File: config.mk
export PLATFORM = sky130hd
export DESIGN_NAME = rgb_to_hsv_converter
export DESIGN_NICKNAME = d
export VERILOG_FILES = /design/src/hw/rtl/rgb2hsv_pkg.sv /design/src/hw/rtl/rgb_to_hsv_converter.sv
export SDC_FILE = /design/constraint.sdc
export NUM_CORES = 1
export LEC_CHECK = 0
export BUFFER_PORTS_ARGS = -buffer_cell sky130_fd_sc_hd__buf_4
export CAP_MARGIN = 40
export CORE_MARGIN = 3
export CORE_UTILIZATION = 63
export DETAILED_ROUTE_END_ITERATION = 12
export GPL_TIMING_DRIVEN = 1
export PLACE_DENSITY = 0.91
export SLEW_MARGIN = 20
export SYNTH_ARGS = -nofsm -noshare
export SYNTH_HDL_FRONTEND = slang
export SYNTH_SLANG_ARGS = --single-unit
export TNS_END_PERCENT = 1
File: constraint.sdc
create_clock -name clock -period 7.2 [get_ports clock]
set_clock_uncertainty 0.05 [all_clocks]
set_input_delay 1.08 -clock clock [delete_from_list [all_inputs] [get_ports clock]]
set_output_delay 1.08 -clock clock [all_outputs]
set_load 0.005 [all_outputs]
File: src/hw/rtl/rgb2hsv_pkg.sv
// ----------------------------------------------------------------------------
// rgb2hsv_pkg: shared types and helpers for the RGB to HSV converter
// Channel widths, pipeline depth, hue sector codes, stage records and the
// restoring-division step used by the divider pipeline.
// ----------------------------------------------------------------------------
package rgb2hsv_pkg;

   localparam int ChanWidth   = 8;
   localparam int HueWidth    = 9;
   // one quotient bit per stage; both quotients are below 2**ChanWidth
   localparam int NumDivSteps = ChanWidth;
   // prep stage, numerator stage, divide steps, output register
   localparam int NumStages   = NumDivSteps + 3;
   localparam int LastStage   = NumStages - 1;

   localparam logic [HueWidth-1:0] HueOffsetRed   = 9'd0;
   localparam logic [HueWidth-1:0] HueOffsetGreen = 9'd120;
   localparam logic [HueWidth-1:0] HueOffsetBlue  = 9'd240;
   localparam logic [HueWidth-1:0] HueTurn        = 9'd360;

   typedef enum logic [1:0] {
      SectorRed,
      SectorGreen,
      SectorBlue
   } sector_type;

   // after max/min and sector selection
   typedef struct packed {
      logic [ChanWidth-1:0] maxv;
      logic [ChanWidth-1:0] minv;
      sector_type           sector;
      logic                 neg;
      logic [ChanWidth-1:0] mag;
   } prep_type;

   // one record per division stage; numerators shift out msb first
   typedef struct packed {
      logic [ChanWidth-1:0] maxv;
      logic [ChanWidth-1:0] delta;
      logic                 grey;
      sector_type           sector;
      logic                 neg;
      logic [ChanWidth-1:0] sat_rem;
      logic [ChanWidth-1:0] sat_num;
      logic [ChanWidth-1:0] sat_quo;
      logic [ChanWidth-1:0] hue_rem;
      logic [ChanWidth-1:0] hue_num;
      logic [ChanWidth-1:0] hue_quo;
   } div_type;

   // restoring step: returns {quotient bit, new remainder}
   function automatic logic [ChanWidth:0] div_step(
      input logic [ChanWidth-1:0] rem,
      input logic                 num_bit,
      input logic [ChanWidth-1:0] divisor
   );
      logic [ChanWidth:0] trial;
      logic [ChanWidth:0] diff;
      trial = {rem, num_bit};
      diff  = trial - {1'b0, divisor};
      if (trial >= {1'b0, divisor}) begin
         div_step = {1'b1, diff[ChanWidth-1:0]};
      end else begin
         div_step = {1'b0, trial[ChanWidth-1:0]};
      end
   endfunction

endpackage

File: src/hw/rtl/rgb_to_hsv_converter.sv
// ----------------------------------------------------------------------------
// rgb_to_hsv_converter: pipelined 8-bit RGB to HSV conversion
// Value is the largest channel, saturation is 255*delta/max truncated, hue is
// the sector offset plus 60*diff/delta truncated toward zero, wrapped to 0..359.
// ----------------------------------------------------------------------------
//
//   channel   direction  handshake              payload
//   req_      in         req_valid / req_stall  req_red, req_green, req_blue
//   rsp_      out        rsp_valid / rsp_stall  rsp_hue_degrees, rsp_saturation,
//                                               rsp_brightness
//
// Throughput: one pixel per clock while rsp_stall is low. The pipeline has 11
// register stages, from the prep stage through to the output register.
// The depth is set by the two 8-step restoring dividers (one quotient bit per
// stage), which run side by side, plus prep, numerator and output stages.
// Reset clears every stage's valid bit; payload registers are not reset.
// Stalls: each stage holds while it is full and the one after it cannot move,
// so empty stages close up behind a stalled response and nothing is lost.
//
module rgb_to_hsv_converter (
   input  logic                                clock,
   input  logic                                reset,
   input  logic                                req_valid,
   output logic                                req_stall,
   input  logic [rgb2hsv_pkg::ChanWidth-1:0]   req_red,
   input  logic [rgb2hsv_pkg::ChanWidth-1:0]   req_green,
   input  logic [rgb2hsv_pkg::ChanWidth-1:0]   req_blue,
   output logic                                rsp_valid,
   input  logic                                rsp_stall,
   output logic [rgb2hsv_pkg::HueWidth-1:0]    rsp_hue_degrees,
   output logic [rgb2hsv_pkg::ChanWidth-1:0]   rsp_saturation,
   output logic [rgb2hsv_pkg::ChanWidth-1:0]   rsp_brightness
);
   import rgb2hsv_pkg::*;

   // ------------------------------------------------------------------
   // Flow control: a stage may load when it is empty or its content moves on.
   // ------------------------------------------------------------------
   logic [LastStage:0] valid_ff;
   logic [LastStage:0] adv;

   always_comb begin
      adv[LastStage] = !valid_ff[LastStage] || !rsp_stall;
      for (int k = LastStage - 1; k >= 0; k--) begin
         adv[k] = !valid_ff[k] || adv[k+1];
      end
   end

   assign req_stall = !adv[0];
   assign rsp_valid = valid_ff[LastStage];

   always_ff @(posedge clock) begin
      if (reset) begin
         valid_ff <= '0;
      end else begin
         if (adv[0]) begin
            valid_ff[0] <= req_valid;
         end
         for (int k = 1; k <= LastStage; k++) begin
            if (adv[k]) begin
               valid_ff[k] <= valid_ff[k-1];
            end
         end
      end
   end

   // ------------------------------------------------------------------
   // Stage 0: max, min, sector (red wins ties, then green) and the signed
   // channel difference used for hue, kept as sign and magnitude.
   // ------------------------------------------------------------------
   prep_type             prep_in;
   prep_type             prep_ff;
   logic                 red_top;
   logic                 green_top;
   logic [ChanWidth-1:0] first_chan;
   logic [ChanWidth-1:0] second_chan;

   always_comb begin
      red_top   = (req_red >= req_green) && (req_red >= req_blue);
      green_top = (req_green >= req_blue);

      priority if (red_top) begin
         prep_in.sector = SectorRed;
         prep_in.maxv   = req_red;
         first_chan     = req_green;
         second_chan    = req_blue;
      end else if (green_top) begin
         prep_in.sector = SectorGreen;
         prep_in.maxv   = req_green;
         first_chan     = req_blue;
         second_chan    = req_red;
      end else begin
         prep_in.sector = SectorBlue;
         prep_in.maxv   = req_blue;
         first_chan     = req_red;
         second_chan    = req_green;
      end

      priority if ((req_red <= req_green) && (req_red <= req_blue)) begin
         prep_in.minv = req_red;
      end else if (req_green <= req_blue) begin
         prep_in.minv = req_green;
      end else begin
         prep_in.minv = req_blue;
      end

      prep_in.neg = (first_chan < second_chan);
      prep_in.mag = prep_in.neg ? (second_chan - first_chan) : (first_chan - second_chan);
   end

   always_ff @(posedge clock) begin
      if (adv[0]) begin
         prep_ff <= prep_in;
      end
   end

   // ------------------------------------------------------------------
   // Stage 1: numerators 255*delta and 60*mag (16 bits). Both quotients are
   // below 256, so the upper byte already sits below the divisor and serves
   // as the starting remainder.
   // Stages 2..9: one restoring step per stage for each divider.
   // ------------------------------------------------------------------
   div_type                div_in [NumDivSteps+1];
   div_type                div_ff [NumDivSteps+1];
   logic [ChanWidth-1:0]   delta;
   logic [2*ChanWidth-1:0] sat_wide;
   logic [2*ChanWidth-1:0] hue_wide;
   logic [ChanWidth:0]     sat_step [NumDivSteps+1];
   logic [ChanWidth:0]     hue_step [NumDivSteps+1];

   always_comb begin
      delta    = prep_ff.maxv - prep_ff.minv;
      // x*255 = x*256 - x, x*60 = x*64 - x*4
      sat_wide = {delta, 8'd0} - {8'd0, delta};
      hue_wide = {2'd0, prep_ff.mag, 6'd0} - {6'd0, prep_ff.mag, 2'd0};

      div_in[0].maxv    = prep_ff.maxv;
      div_in[0].delta   = delta;
      div_in[0].grey    = (delta == '0);
      div_in[0].sector  = prep_ff.sector;
      div_in[0].neg     = prep_ff.neg;
      div_in[0].sat_rem = sat_wide[2*ChanWidth-1:ChanWidth];
      div_in[0].sat_num = sat_wide[ChanWidth-1:0];
      div_in[0].sat_quo = '0;
      div_in[0].hue_rem = hue_wide[2*ChanWidth-1:ChanWidth];
      div_in[0].hue_num = hue_wide[ChanWidth-1:0];
      div_in[0].hue_quo = '0;
      sat_step[0]       = '0;
      hue_step[0]       = '0;

      for (int j = 1; j <= NumDivSteps; j++) begin
         sat_step[j] = div_step(div_ff[j-1].sat_rem, div_ff[j-1].sat_num[ChanWidth-1],
                                div_ff[j-1].maxv);
         hue_step[j] = div_step(div_ff[j-1].hue_rem, div_ff[j-1].hue_num[ChanWidth-1],
                                div_ff[j-1].delta);
         div_in[j]         = div_ff[j-1];
         div_in[j].sat_rem = sat_step[j][ChanWidth-1:0];
         div_in[j].sat_num = {div_ff[j-1].sat_num[ChanWidth-2:0], 1'b0};
         div_in[j].sat_quo = {div_ff[j-1].sat_quo[ChanWidth-2:0], sat_step[j][ChanWidth]};
         div_in[j].hue_rem = hue_step[j][ChanWidth-1:0];
         div_in[j].hue_num = {div_ff[j-1].hue_num[ChanWidth-2:0], 1'b0};
         div_in[j].hue_quo = {div_ff[j-1].hue_quo[ChanWidth-2:0], hue_step[j][ChanWidth]};
      end
   end

   always_ff @(posedge clock) begin
      for (int j = 0; j <= NumDivSteps; j++) begin
         if (adv[j+1]) begin
            div_ff[j] <= div_in[j];
         end
      end
   end

   // ------------------------------------------------------------------
   // Stage 10: sector offset plus signed quotient, wrap negatives by 360,
   // and force grey pixels (divide by zero) to hue and saturation zero.
   // ------------------------------------------------------------------
   div_type               fin;
   logic [HueWidth-1:0]   hue_base;
   logic [HueWidth:0]     hue_sum;
   logic [HueWidth-1:0]   hue_in;
   logic [ChanWidth-1:0]  sat_in;
   logic [HueWidth-1:0]   hue_ff;
   logic [ChanWidth-1:0]  sat_ff;
   logic [ChanWidth-1:0]  bright_ff;

   always_comb begin
      fin = div_ff[NumDivSteps];
      unique case (fin.sector)
         SectorRed:   hue_base = HueOffsetRed;
         SectorGreen: hue_base = HueOffsetGreen;
         SectorBlue:  hue_base = HueOffsetBlue;
         default:     hue_base = HueOffsetRed;
      endcase

      if (fin.neg) begin
         if ({1'b0, fin.hue_quo} > hue_base) begin
            // only the red sector goes below zero
            hue_sum = {1'b0, hue_base} + {1'b0, HueTurn} - {2'd0, fin.hue_quo};
         end else begin
            hue_sum = {1'b0, hue_base} - {2'd0, fin.hue_quo};
         end
      end else begin
         hue_sum = {1'b0, hue_base} + {2'd0, fin.hue_quo};
      end

      hue_in = fin.grey ? '0 : hue_sum[HueWidth-1:0];
      sat_in = fin.grey ? '0 : fin.sat_quo;
   end

   always_ff @(posedge clock) begin
      if (adv[LastStage]) begin
         hue_ff    <= hue_in;
         sat_ff    <= sat_in;
         bright_ff <= fin.maxv;
      end
   end

   assign rsp_hue_degrees = hue_ff;
   assign rsp_saturation  = sat_ff;
   assign rsp_brightness  = bright_ff;

`ifndef SYNTHESIS
   // hue always wraps into one turn
   a_hue_range: assert property (@(posedge clock) disable iff (reset)
      rsp_valid |-> (rsp_hue_degrees < HueTurn))
      else $error("hue out of range");

   // a colored pixel always has nonzero saturation; grey gives zero hue
   a_grey_consistent: assert property (@(posedge clock) disable iff (reset)
      (rsp_valid && (rsp_saturation == '0)) |-> (rsp_hue_degrees == '0))
      else $error("zero saturation with nonzero hue");

   // an accepted request always lands in the first stage
   a_accept_lands: assert property (@(posedge clock) disable iff (reset)
      (req_valid && !req_stall) |=> valid_ff[0])
      else $error("accepted request lost at entry");
`endif

endmodule
==> metrics.md, run 1 <==
| Metric | Value |
|---|---|
| Status | complete, no violations |
| DRC violation count after routing | 0 |
| Arrival @ worst endpoint | 5.25 ns |
| # diodes | 0 |
| Maxcap violations | 0 |
| PostCTS Resize Cnt | 0 |
| HPWL after DPL | 36100 µm |
| Vias | 15.8k |
| All-Layer GR Usage | 0.231 |
| Synth Register Bits | 483 |
| Nets | 2335 |
| Mean Syn Cell Area | 13.0 µm² |
| Rows | 73 |
| Ys async rst share | 0 |
| Primary FF master, synth | edfxtp_1 |
| Ports | 55 |
| Syn Inst Count | 1974 |
| Drt first pass iters | 6 |
| Core area | 39900 µm² |
| GP Congestion | 0.877 |
| Via-to-Cell Ratio | 5.98 |
| Antenna violations before repair | 0 |
| Total number of H-tree levels | 2 |
| Worst-path clk slew | 0.06 ns |
| Die width | 208 µm |
| Post-synth EDFFs | 472 |
| Starting DRT DRC Count | 1023 |
| Most frequent cells in the layout | 472 x edfxtp_1, 250 x inv_1, 207 x ha_1, 150 x nor2_1, 106 x mux2_2 |
| Setup_tns | 0 ns |
| Crit path launch type | input port |
| Post-synthesis sequential area ratio | 0.562 |
| Final setup fails | 0 |
| Area grow syn2layout | 11.2% |
| Maximum clock insertion buffer count | 3 |
| Distinct cells, synth | 75 |
| Fin area | 28500 µm² |
| Worst-Skew Late Latency | 0.57 ns |
| Die area | 43100 µm² |
| Syn. warnings | 0 |
| Final Cycle Share | 0.695 |
| Initial core utilization | 0.641 |
| Share of layout cells above drive strength 1 | 0.155 |
| Worst Hold Class | flop to flop |
| Critical Path End Type | flop |
| Mapped Nets | 2229 |
| Leak pwr | 0.0120 µW |
| RSZ-0062 raised after global routing | no |
| Synth Cell Area | 25600 µm² |
| Final Hold Viols | 0 |
| VDD IR max | 0.212 mV |
| Drt total wl | 50700 µm |
| Rel. slew slack | 0.497 |
| Critical path type | input port to flop |
| P per Cell Area | 515 nW/µm² |
| Post-DR wirelength/cell | 19.2 µm |
| Clk sink count | 483 |
| Placed cell areas | 26800 µm² |
| CTS buffer count | 47 |
| First-pass GRT wire length | 81700 µm |
| Antenna Nets Post-Route | 0 |
| Fill cells | 2441 |
| Setup bufs post-CTS | 0 |
| Vias in the first global route | 16.5k |
| Root Driver | clkbuf_16 |
| Worst path required time | 7.45 ns |
| Max Transition Viols Final | 0 |
| Worst-Margin Slew | 0.752 ns |
| F_max | 200 MHz |
| Largest net degree at the start of global routing | 52 |
| Crit path time final | 5.01 ns |
| IO Port Bufs | 54 |
| Hold buffer count at cts | 0 |
| Die Height | 208 µm |
| Worst Hold Slack | 0.352 ns |
| Max Fanout on Critical Path | 17 |
| CTS tree | yes |
| Most common cell after layout, fill and taps aside | edfxtp_1 |
| Grt total ovfl | 0 |
-- power breakdown --
| part | switching (µW) | total, µW | internal, µW |
|---|---|---|---|
| Clock | 1020 | 2530 | 1510 |
| Sequential | 596 | 5370 | 4770 |
| Combinational | 3610 | 6770 | 3160 |
-- critical path: stages --
cell and delay [ns]:
buf_4 0.12, inv_1 0.11, ha_1 0.25, nor2b_1 0.13, o21a_1 0.16, o21ai_0 0.27
a21oi_1 0.16, o32ai_4 0.40, buf_6 0.24, buf_4 0.28, mux2_2 0.37, ha_1 0.34
a21oi_1 0.23, o211ai_1 0.17, o41ai_2 0.21, buf_4 0.23, mux2_2 0.35, xnor2_1 0.13
-- path summary, 6_finish.rpt --
kind	start	endpoint	slack, ns	cells past startpoint
worst min register to register	div_ff[2][3]$_DFFE_PP_	div_ff[2][72]$_DFFE_PP_	0.35	0
worst min-delay path	div_ff[2][3]$_DFFE_PP_	div_ff[2][72]$_DFFE_PP_	0.35	0
worst max register to register	div_ff[4][49]$_DFFE_PP_	rsp_hue_degrees[8]$_SDFFCE_PP0P_	3.66	11
worst max-delay path	req_blue[1]	prep_ff[7]$_DFFE_PN_	2.19	18
-- per-stage QoR --
step,worst slack (ns),power [µW],cells,util
3_3_place_gp,1.41,11300,2549,0.670
3_5_place_dp,1.33,11900,2554,0.672
2_1_floorplan,0.970,10300,1974,-
5_1_grt,2.01,15600,2644,0.713
6_report,2.19,14700,2644,0.713
4_1_cts,1.90,14600,2642,0.712
-- kinds of logic (layout without fill, tap and decap cells) --
family / Yosys count / after routing / share of synthesized area
DFF: 483 / 483 / 0.562
and+or+nand+nor: 407 / 407 / 0.0815
AOI/OAI and AO/OA: 356 / 356 / 0.105
buffers and inverters: 267 / 412 / 0.0398
adders and majority gates: 227 / 227 / 0.117
muxes: 184 / 184 / 0.0771
xor gates and xnor gates: 50 / 50 / 0.0171
-- routing by layer --
layer / vias to the layer above / GRT usage / part of all wire
li1: 7496 / - / -
met1: 7749 / 0.248 / 0.37
met2: 433 / 0.448 / 0.55
met3: 144 / 0.0357 / 0.040
met4: 0 / 0.0953 / 0.041
met5: - / 0 / 0
-- area by class of cell --
class                           instances  area, µm²  area share
Tap cell                              525        657      0.0231
Inverter                              252        946      0.0332
Clock inverter                         23        285      0.0100
Multi-Input combinational cell       1224      10200       0.360
Timing Repair Buffer                   72        629      0.0221
Clock buffer                           65       1330      0.0465
Sequential cell                       483      14400       0.505
-- cells in the mapped netlist, types with 11 or more instances --
cell type / number / share of area
xnor2_1: 42 / 0.014
a21boi_0: 20 / 0.0059
a21oi_1: 51 / 0.010
or2_2: 21 / 0.0051
a21o_1: 31 / 0.0091
o21ai_0: 96 / 0.019
o21a_1: 38 / 0.011
or4b_2: 13 / 0.0051
inv_1: 252 / 0.037
o41ai_4: 13 / 0.014
nor3_1: 22 / 0.0043
mux2i_1: 78 / 0.030
nor2_1: 150 / 0.022
edfxtp_1: 472 / 0.55
mux2_2: 106 / 0.047
nor2b_1: 62 / 0.015
a211oi_1: 14 / 0.0041
nand4_1: 31 / 0.0076
nand3_1: 24 / 0.0047
dfxtp_1: 11 / 0.0086
o31a_1: 19 / 0.0065
fa_1: 20 / 0.016
ha_1: 207 / 0.10
nand2_1: 53 / 0.0078
-- sequential cells by signal (all words and copies together), names as in the netlist --
register / count
rsp_saturation: 8
div_in: 11
div_ff: 420
prep_ff: 16
rsp_brightness: 8
valid_ff: 11
rsp_hue_degrees: 9
Note: power is estimated with default switching activity, not from simulation.
==> inputs of run 2 (changes only) <==
==> constraint.sdc (replaced) <==
create_clock -name clock -period 5.05 [get_ports clock]
set_clock_uncertainty 0.05 [all_clocks]
set_input_delay 0.7575 -clock clock [delete_from_list [all_inputs] [get_ports clock]]
set_output_delay 0.7575 -clock clock [all_outputs]
set_load 0.005 [all_outputs]
==> run 2 against run 1 <==
Net effect:
- first-iteration DRC count shrank 2.5%
- sequential share of layout area grew 0.19 points
- worst hold slack gained 0.015 ns
- register-to-register slack lost 2.2 ns
- cell count is essentially flat
- routed wire length shrank 1.8%
==> metrics.md, run 2 (synthesis results as in run 1) <==
| Metric | Value |
|---|---|
| Nets | 2336 (+0.043%) |
| Arrival @ worst endpoint | 4.67 ns (-0.58 ns) |
| Vias | 15.6k (-1.2%) |
| Biggest register | div_ff |
| Hold buffer count at cts | 0 (unchanged) |
| Max Transition Viols Final | 0 (unchanged) |
| Leak pwr | 0.0119 µW (-0.47%) |
| Worst r2r path cells | 10 (-1) |
| Share of layout cells above drive strength 1 | 0.155 (about the same) |
| Final Cycle Share | 0.872 |
| Worst-path clk slew | 0.06 ns (about the same) |
| Final setup fails | 0 (unchanged) |
| Bufs and invs on worst path | 4 (-1) |
| Biggest registers after layout | div_ff x420, prep_ff x16 |
| Crit path launch type | input port |
| R2r startpoint | div_ff[4][50]$_DFFE_PP_ |
| Post-DR wirelength/cell | 18.8 µm (-1.8%) |
| Antenna Nets Post-Route | 0 (unchanged) |
| Slowest-stage cell, CP | o32ai_4 |
| Worst-Skew Late Latency | 0.58 ns (about the same) |
| Final Hold Viols | 0 (unchanged) |
| Worst Hold Class | flop to flop |
| CTS tree | yes |
| VDD IR max | 0.350 mV (+65%) |
| All-Layer GR Usage | 0.228 (-0.00274) |
| Most frequent cells in the layout | 472 x edfxtp_1, 250 x inv_1, 207 x ha_1, 150 x nor2_1, 106 x mux2_2 |
| Area grow syn2layout | 10.8% |
| Antenna violations before repair | 0 (unchanged) |
| Core Util, Final | 0.711 (-0.00267) |
| Critical Path End Type | flop |
| Most common cell after layout, fill and taps aside | edfxtp_1 |
| Max Fanout on Critical Path | 22 (+5) |
| Pre-CTS setup slack | 0.112 ns (-1.22 ns) |
| F_max | 227 MHz |
| Placed insts | 2557 (+0.12%) |
| PostCTS Resize Cnt | 0 (unchanged) |
| Crit path cell chain | buf_4 > inv_1 > ha_1 > nor2b_1 > o21a_1 > o21ai_0 > a21oi_1 > o32ai_4 > buf_12 > mux2_2 > ha_1 > a21oi_1 > o211ai_1 > o41ai_2 > buf_4 > mux2i_1 > xnor2_1 |
| Maxcap violations | 0 (unchanged) |
| Rel. slew slack | 0.472 (-0.0248) |
| Final WS setup | 0.645 ns (-1.55 ns) |
| Max FFs per register | 420 (unchanged) |
| Critical path type | input port to flop |
| First-pass GRT wire length | 81100 µm (-0.79%) |
| Worst path required time | 5.32 ns (-2.13 ns) |
| Starting DRT DRC Count | 997 (-2.5%) |
| Via-to-Cell Ratio | 5.91 (-1.2%) |
| HPWL after DPL | 35500 µm (-1.4%) |
| Critical R2R Capture | rsp_hue_degrees[8]$_SDFFCE_PP0P_ |
| CTS buffer count | 47 (unchanged) |
| Worst-Margin Slew | 0.790 ns (+0.0383 ns) |
| Maximum clock insertion buffer count | 3 (unchanged) |
| Initial core utilization | 0.641 (unchanged) |
| Total number of H-tree levels | 2 (unchanged) |
| Status | complete, no violations |
| Placed cell areas | 26800 µm² (about the same) |
| Stages on worst setup path | 17 (-1) |
| Root Driver | clkbuf_16 |
| Family with the most delay on the worst path | compound AO/OA/AOI/OAI gates |
| Setup bufs post-CTS | 0 (unchanged) |
| Die width | 208 µm (unchanged) |
| P per Cell Area | 732 nW/µm² (+42%) |
| Drt total wl | 49800 µm (-1.8%) |
| Die area | 43100 µm² (unchanged) |
| Largest net degree at the start of global routing | 52 (unchanged) |
| DRC violation count after routing | 0 (unchanged) |
| # diodes | 0 (unchanged) |
| Core area | 39900 µm² (unchanged) |
| Worst R2R Setup Slack | 1.50 ns (-2.16 ns) |
| Rows | 73 (unchanged) |
| Post-Layout Cell Count | 2645 (+0.038%) |
| Fin area | 28400 µm² (-0.37%) |
| Ports | 55 (unchanged) |
| GP Congestion | 0.902 (+2.8%) |
| Vias in the first global route | 16.4k (-0.60%) |
| Die Height | 208 µm (unchanged) |
| Drt first pass iters | 5 (-1) |
| CP startpoint | req_blue[1] |
| Grt total ovfl | 0 (unchanged) |
| Crit path time final | 4.41 ns |
| RSZ-0062 raised after global routing | no |
| Crit path capture | prep_ff[2]$_DFFE_PN_ |
| IO Port Bufs | 54 (unchanged) |
| Clk sink count | 483 (unchanged) |
| CP max stage delay | 0.52 ns (+0.12 ns) |
[run 2: cell type report]
type,count,area (µm²)
sequential,483,14400
timing repair buffer,73,613
tap,525,657
inverter,252,946
clock buffer,58,1230
multi-input combinational,1224,10200
fill,2441,11500
clock inverter,30,293
[run 2: how the worst min path moves through the flow]
stage,start,endpoint,depth (start not counted)
5_1_grt,div_ff[2][26]$_DFFE_PP_,div_ff[2][95]$_DFFE_PP_,0
6_report,div_ff[3][98]$_DFFE_PP_,div_ff[4][31]$_DFFE_PP_,0
4_1_cts,div_ff[2][26]$_DFFE_PP_,div_ff[2][95]$_DFFE_PP_,0
3_3_place_gp,div_ff[3][117]$_DFFE_PP_,div_ff[4][49]$_DFFE_PP_,0
2_1_floorplan,div_ff[0][33]$_DFFE_PP_,div_ff[0][102]$_DFFE_PP_,0
3_5_place_dp,div_ff[1][13]$_DFFE_PP_,div_ff[1][82]$_DFFE_PP_,0
[run 2: report_power, final]
part           total, µW  switching, µW  internal (µW)
sequential          7630            829           6800
combinational       9650           5140           4520
clock               3470           1480           2000
[run 2: per-layer routing]
metal,track usage,routed length (µm),share of wire,vias to the layer above
met4,0.0833,1480,0.030,0
met1,0.249,18600,0.37,7631
met2,0.446,27800,0.56,415
met5,0,0,0,-
met3,0.0319,1900,0.038,102
li1,-,-,-,7492
[run 2: metrics by stage]
| stage | hold slack [ns] | power (µW) | TNS [ns] |
|---|---|---|---|
| 4_1_cts | 0.360 | 20700 | 0 |
| 3_3_place_gp | 0.350 | 16200 | 0 |
| 6_report | 0.368 | 20800 | 0 |
| 3_5_place_dp | 0.355 | 17000 | 0 |
| 5_1_grt | 0.359 | 22100 | 0 |
| 2_1_floorplan | 0.350 | 14600 | -36.36 |
==> inputs of run 3 (changes only) <==
--- a/config.mk
+++ b/config.mk
@@ -8,10 +8,10 @@
 export BUFFER_PORTS_ARGS = -buffer_cell sky130_fd_sc_hd__buf_4
 export CAP_MARGIN = 40
 export CORE_MARGIN = 3
-export CORE_UTILIZATION = 63
+export CORE_UTILIZATION = 32
 export DETAILED_ROUTE_END_ITERATION = 12
 export GPL_TIMING_DRIVEN = 1
-export PLACE_DENSITY = 0.91
+export PLACE_DENSITY = 0.57
 export SLEW_MARGIN = 20
 export SYNTH_ARGS = -nofsm -noshare
 export SYNTH_HDL_FRONTEND = slang
==> run 3 against run 2 <==
Net effect:
- maximum frequency decreased by 0.21%
- core utilization is 34 points lower
- global-route usage fell by 12 points
- critical path type unchanged
- largest power group unchanged
==> metrics.md, run 3 (synthesis results as in run 1) <==
| Metric | Value |
|---|---|
| Status | complete, no violations |
| Biggest register | div_ff |
| Critical Path End Type | flop |
| Clk sink count | 483 (unchanged) |
| Ports | 55 (unchanged) |
| Final Cycle Share | 0.874 (+0.00183) |
| Maximum clock insertion buffer count | 3 (unchanged) |
| Pre-CTS setup slack | 0.0421 ns (-0.0698 ns) |
| Worst-Skew Late Latency | 0.61 ns (+0.03 ns) |
| Worst Hold Class | flop to flop |
| CTS buffer count | 52 (+11%) |
| IO Port Bufs | 54 (unchanged) |
| Final WS setup | 0.636 ns (-0.00924 ns) |
| Drt first pass iters | 5 (unchanged) |
| Hold buffer count at cts | 0 (unchanged) |
| DRC violation count after routing | 0 (unchanged) |
| Fill cells | 7523 (+210%) |
| Total power | 20500 µW (-1.3%) |
| CTS tree | yes |
| Max Fanout on Critical Path | 18 (-18%) |
| Final Hold Viols | 0 (unchanged) |
| Crit path time final | 4.41 ns (+0.00924 ns) |
| Biggest registers after layout | div_ff x420, prep_ff x16 |
| GP Congestion | 0.856 (-5.1%) |
| Post-DR wirelength/cell | 13.9 µm (-26%) |
| Rel. slew slack | 0.451 (-0.0212) |
| Share of layout cells above drive strength 1 | 0.160 (+0.00483) |
| First-pass GRT wire length | 75600 µm (-6.7%) |
| Final setup fails | 0 (unchanged) |
| Arrival @ worst endpoint | 4.70 ns (+0.03 ns) |
| Grt total ovfl | 0 (unchanged) |
| Total number of H-tree levels | 2 (unchanged) |
| Root Driver | clkbuf_16 |
| Die width | 289 µm (+39%) |
| F_max | 227 MHz (-0.21%) |
| Most frequent cells in the layout | 472 x edfxtp_1, 250 x inv_1, 207 x ha_1, 150 x nor2_1, 106 x mux2_2 |
| Maxcap violations | 0 (unchanged) |
| Worst path required time | 5.33 ns (about the same) |
| Via-to-Cell Ratio | 4.67 (-21%) |
| RSZ-0062 raised after global routing | no |
| VDD IR max | 0.262 mV (-25%) |
| Critical path type | input port to flop |
| Vias in the first global route | 15.3k (-6.5%) |
| Largest net degree at the start of global routing | 52 (unchanged) |
| PostCTS Resize Cnt | 0 (unchanged) |
| Starting DRT DRC Count | 620 (-38%) |
| # diodes | 0 (unchanged) |
| Max FFs per register | 420 (unchanged) |
| Core area | 79100 µm² (+98%) |
| Worst-path clk slew | 0.06 ns (about the same) |
| Most common cell after layout, fill and taps aside | edfxtp_1 |
| Setup bufs post-CTS | 0 (unchanged) |
| Worst Hold Slack | 0.334 ns (-0.0336 ns) |
| Nets | 2346 (+0.43%) |
| Worst-Margin Slew | 0.822 ns (+0.0317 ns) |
| Area grow syn2layout | 14.4% |
| Post-Layout Cell Count | 3181 (+20%) |
| Die Height | 289 µm (+39%) |
| Die area | 83400 µm² (+94%) |
| Vias | 14.9k (-4.9%) |
| Antenna violations before repair | 1 (+1) |
| All-Layer GR Usage | 0.109 (-0.119) |
| Initial core utilization | 0.324 (-0.318) |
| Crit path launch type | input port |
| Placed insts | 3087 (+21%) |
| P per Cell Area | 699 nW/µm² (-4.5%) |
| HPWL after DPL | 33900 µm (-4.6%) |
| Max Transition Viols Final | 0 (unchanged) |
| Antenna Nets Post-Route | 0 (unchanged) |
| Leak pwr | 0.0120 µW (+1.2%) |
| Drt total wl | 44300 µm (-11%) |
| Rows | 103 (+41%) |
-- run 3: cell count changes in the layout (fill, tap and decap cells not counted), moves of 3 or more --
cell,before,now
clkbuf_16,47,53
buf_4,68,73
clkbuf_8,1,6
buf_12,3,0
buf_16,1,4
clkinv_2,10,7
clkinvlp_4,3,0
inv_6,5,2
-- run 3: path summary, 6_finish.rpt --
path,start,to,slack (ns),cells after the start
hold reg to reg,div_ff[2][3]$_DFFE_PP_,div_ff[2][72]$_DFFE_PP_,0.33,0
hold / removal,div_ff[2][3]$_DFFE_PP_,div_ff[2][72]$_DFFE_PP_,0.33,0
setup / recovery,req_blue[5],prep_ff[1]$_DFFE_PN_,0.64,16
setup reg to reg,div_ff[4][49]$_DFFE_PP_,rsp_hue_degrees[8]$_SDFFCE_PP0P_,1.54,11
-- run 3: power by group --
group / internal [µW] / switching, µW
combinational: 4470 / 4640
clock: 2280 / 1530
sequential: 6800 / 764
total: 13500 / 6940
-- run 3: layer usage --
metal  GRT usage  routed length, µm
met4      0.0386               1160
met1       0.132              19500
met5           0                 13
met2       0.194              22000
met3      0.0187               1640
-- run 3: cell type report --
cell class	count	area (µm²)	share of cell area
clock buffer	69	1450	0.0494
clock inverter	25	287	0.00978
inverter	252	946	0.0323
multi-input combinational	1224	10200	0.349
sequential	483	14400	0.491
tap	1050	1310	0.0448
timing repair buffer	78	673	0.0230
-- run 3: per-stage QoR --
| stage | utilization | instance area (µm²) | setup TNS (ns) |
|---|---|---|---|
| after detailed placement | 0.348 | 27600 | 0 |
| after global placement | 0.347 | 27400 | 0 |
| after global routing | 0.370 | 29300 | 0 |
| final | 0.370 | 29300 | 0 |
| after floorplan | - | 25600 | -36.36 |
| after CTS | 0.370 | 29300 | 0 |
-- run 3: worst max-delay path, cell delays in order --
cell      delay, ns
buf_4          0.13
inv_1          0.12
ha_1           0.26
a21o_1         0.19
a21o_1         0.17
a21oi_1        0.20
inv_1          0.11
o32ai_4        0.42
buf_4          0.36
mux2_2         0.38
ha_1           0.29
a21oi_1        0.24
o211ai_1       0.18
o41ai_2        0.29
buf_4          0.25
mux2_2         0.34
